[src/rtl/core/gvtc_ram.sv]
// generic single-port-write ram with one registered read port
// no dependencies
`default_nettype none
module gvtc_ram #(
  parameter int unsigned Width = 8,
  parameter int unsigned Depth = 16
) (
  input  wire logic                     clk_i,
  input  wire logic                     we_i,
  input  wire logic [$clog2(Depth)-1:0] waddr_i,
  input  wire logic [Width-1:0]         wdata_i,
  input  wire logic [$clog2(Depth)-1:0] raddr_i,
  output logic      [Width-1:0]         rdata_o
);
  logic [Width-1:0] mem_q [Depth];

  always_ff @(posedge clk_i) begin
    if (we_i) begin
      mem_q[waddr_i] <= wdata_i;
    end
    rdata_o <= mem_q[raddr_i];
  end
endmodule
`default_nettype wire

[config.mk]
export PLATFORM = sky130hd
export DESIGN_NAME = gvtc_ram
export DESIGN_NICKNAME = d
export VERILOG_FILES = /design/src/rtl/core/gvtc_ram.sv
export SDC_FILE = /design/constraint.sdc
export NUM_CORES = 1
export LEC_CHECK = 0
export ABC_AREA = 1
export BUFFER_PORTS_ARGS = -buffer_cell sky130_fd_sc_hd__buf_2
export CORE_ASPECT_RATIO = 0.8
export CORE_MARGIN = 1
export CORE_UTILIZATION = 45
export CTS_CLUSTER_SIZE = 25
export DETAILED_ROUTE_END_ITERATION = 8
export SETUP_SLACK_MARGIN = 0.05
export SKIP_LAST_GASP = 1
export SYNTH_ARGS = -nofsm -noshare
export SYNTH_HDL_FRONTEND = slang
export SYNTH_SLANG_ARGS = --single-unit
[constraint.sdc]
create_clock -name clk_i -period 1.15 [get_ports clk_i]
set_input_delay 0.115 -clock clk_i [delete_from_list [all_inputs] [get_ports clk_i]]
set_output_delay 0.115 -clock clk_i [all_outputs]
set_load 0.005 [all_outputs]
==> impl_results.md <==
- Outcome: finished, final reports clean
- Die W: ~130 um
- H-tree Lvls: 4
- Worst Skew: around 0.0075 ns
- Via count: about 3800
- Worst setup margin: roughly 0.12 ns
- Via-to-Cell Ratio: around 4.8
- Cell Chain, Critical Path: buf_2
- Nets: 620
- Register bit total from synthesis: 136
- Grt ovf: 0
- Final period util: roughly 89%
- Setup crit end kind: output port
- Delay-heaviest family, CP: flip-flops
- # port buffers: 25
- Pleak: around 3.0 nW
- Top cell type by total area after synthesis: edfxtp_1
- Largest net degree at the start of global routing: 40
- Worst VDD drop: between 0.001 and 0.0015 V
- Data required, critical path: slightly above 1 ns
- WL final: about 13000 um
- Switching Share: a little over 20%
- Core Region: 12300 um^2
- Measured slew at the worst slew-check pin: between 0.4 and 0.5 ns
- Mapped cell area: 5770 um^2
- Inserted Clock Buffers: 17
- Int Pwr: about 9.4 mW
- DIE HEIGHT: about 100 um
- Dpl cells: 754
- RSZ-0062 raised after global routing: false
- Initial Utilization: 46.7%
- Synth warn: 0
- Placer Congestion: 0.783
- NetSw: 2.46 mW
- Distinct cells, synth: 12
- Synth top area cells: edfxtp_1 67%, nand2_1 11%, nand3_1 8.4%, inv_1 6.5%, dfxtp_1 2.8%
- CP Buf/Inv Count: 1
- DRC Markers: 0
- Power Dens Cells: roughly 1700 nW/um^2
- Area delta synth->final: 18.7%
- Cells after synthesis: between 500 and 600
- I/O pin count: 26
- CP max stage delay: 0.37 ns
- Die area: roughly 13000 um^2
- TritonRoute pass-1 iters: 5
- Clock transition at path regs: around 0.060 ns
- Non-Filler Instances: about 800
- Clk_lat worst skew: around 0.42 ns
- # clock sinks: ~140
- Starting DRT DRC Count: between 300 and 400
- Critical Setup Path Class: reg -> out
- Fraction of layout cells with a size suffix above 1: between 10% and 20%
- Maximum clock path buffer count: 2
- Crit Path Max Fanout: 1
- Relative slew slack: between 70 and 80%
- Max-slew violation count: 0
- Comb power frac: just over 6%
- FP Rows: 36
- Ant diodes: 0
- Min Tclk post-route: approximately 1.0 ns
- Crit path max-delay cell type: dfxtp_1
- First-pass GRT wire length: ~20000 um
- TritonCTS clock tree: done
- Hold Path Class: in -> reg
- Sequential power share: between 40% and 50%
- ANT nets after route: 0
- Final setup violation count: 0
- Global Route Usage Sum: 21.7%
- Final hold violations: 0
- FMAX: just under 1000 MHz
- Root Buffer: clkbuf_16
- Initial antenna violation count: 0
- Mapped Nets: roughly 570
- Wire length per cell: roughly 16 um
- Setup TNS: 0 ns
- Post-route cell area: about 6800 um^2
- Avg Cell Area, Syn: 10.5 um^2
- Placement Setup Slack: -0.0997 ns
- Vias in the first global route: around 3600
- Placed inst area: 6230 um^2
- HPWL Detailed: 8040 um
- Critical path arrival: approximately 0.91 ns
- Worst setup SP type: flop
- Max_cap viols: 0
- Clk pwr share: between 40% and 50%
- Top cell type's share of synthesized area: 66.7%
- Final core utilization: a little under three fifths
- Sequential share of the synthesized area: between 60% and 70%
## area by class of cell
type                            instances  area (um^2)
Clock buffer                           25          485
Clock inverter                          7          118
Fill cell                            1113         5500
Inverter                              102          383
Multi-Input combinational cell        289         1220
Sequential cell                       136         4000
Tap cell                              171          214
Timing Repair Buffer                   56          420
## cells by family after synthesis
group,share of synthesized area (%)
buffers and inverters,9.52
flip-flops,69.4
AND/OR/NAND/NOR,21.0
## per-stage QoR
step	power, mW	hold WS [ns]
5_1_grt	12.2	0.0808
3_5_place_dp	6.40	0.497
6_report	11.8	0.0835
2_1_floorplan	6.07	0.214
4_1_cts	11.9	0.0777
3_3_place_gp	6.39	0.494
## registers in the layout (all words and copies together) (netlist names)
name     count
mem_q      128
rdata_o      8
## cells in the mapped netlist
cell type	instances
buf_4	4
buf_2	13
inv_1	100
nand3_1	97
inv_2	2
edfxtp_1	128
nand3b_1	2
dfxtp_1	8
buf_6	6
nor2_1	17
buf_1	1
nand2_1	173
## power groups by stage
stage	Sequential (mW)	Clock, mW	Combinational [mW]
after floorplan	5.67	0	0.391
after global placement	5.68	0	0.710
after detailed placement	5.68	0	0.721
after CTS	5.58	5.57	0.726
after global routing	5.58	5.79	0.807
final	5.58	5.52	0.719
## per-layer routing
| metal | part of all wire [%] | GRT usage, % | vias to the layer above |
|---|---|---|---|
| met5 | 0 | 0 | - |
| met2 | 42 | 30.8 | 117 |
| met3 | 6.0 | 4.84 | 24 |
| met1 | 49 | 31.6 | 1766 |
| met4 | 2.7 | 11.2 | 0 |
| li1 | - | - | 1873 |
## worst paths after layout
| kind | start | endpoint | slack (ns) | depth (start not counted) |
|---|---|---|---|---|
| worst max-delay path | rdata_o[5]$_DFF_P_ | rdata_o[5] | 0.12 | 1 |
| worst min-delay path | raddr_i[3] | rdata_o[7]$_DFF_P_ | 0.08 | 3 |
| worst max register to register | mem_q[10][0]$_DFFE_PP_ | rdata_o[0]$_DFF_P_ | 0.12 | 6 |
| worst min register to register | mem_q[6][7]$_DFFE_PP_ | rdata_o[7]$_DFF_P_ | 0.66 | 6 |
## layout by cell type, fill, tap and decap left out
cell type / synthesis / routed
dfxtp_1: 8 / 8
buf_12: 0 / 5
clkinv_2: 0 / 1
clkbuf_8: 0 / 3
clkbuf_16: 0 / 17
nand3_1: 97 / 96
clkinvlp_4: 0 / 3
nand3_2: 0 / 1
buf_4: 4 / 26
inv_2: 2 / 2
buf_2: 13 / 25
nor2_1: 17 / 17
clkbuf_1: 0 / 5
inv_1: 100 / 100
nand2_1: 173 / 173
edfxtp_1: 128 / 128
nand3b_1: 2 / 2
bufinv_16: 0 / 3
## repair_timing
action / in CTS / in global routing
endpoints found under the hold margin: 0 / 0
gates resized for setup: 0 / 1
buffers inserted: 0 / 0
endpoints found under the setup margin: 0 / 1
hold buffers: 0 / 0
No activity file was read; power rests on OpenSTA's default activity.
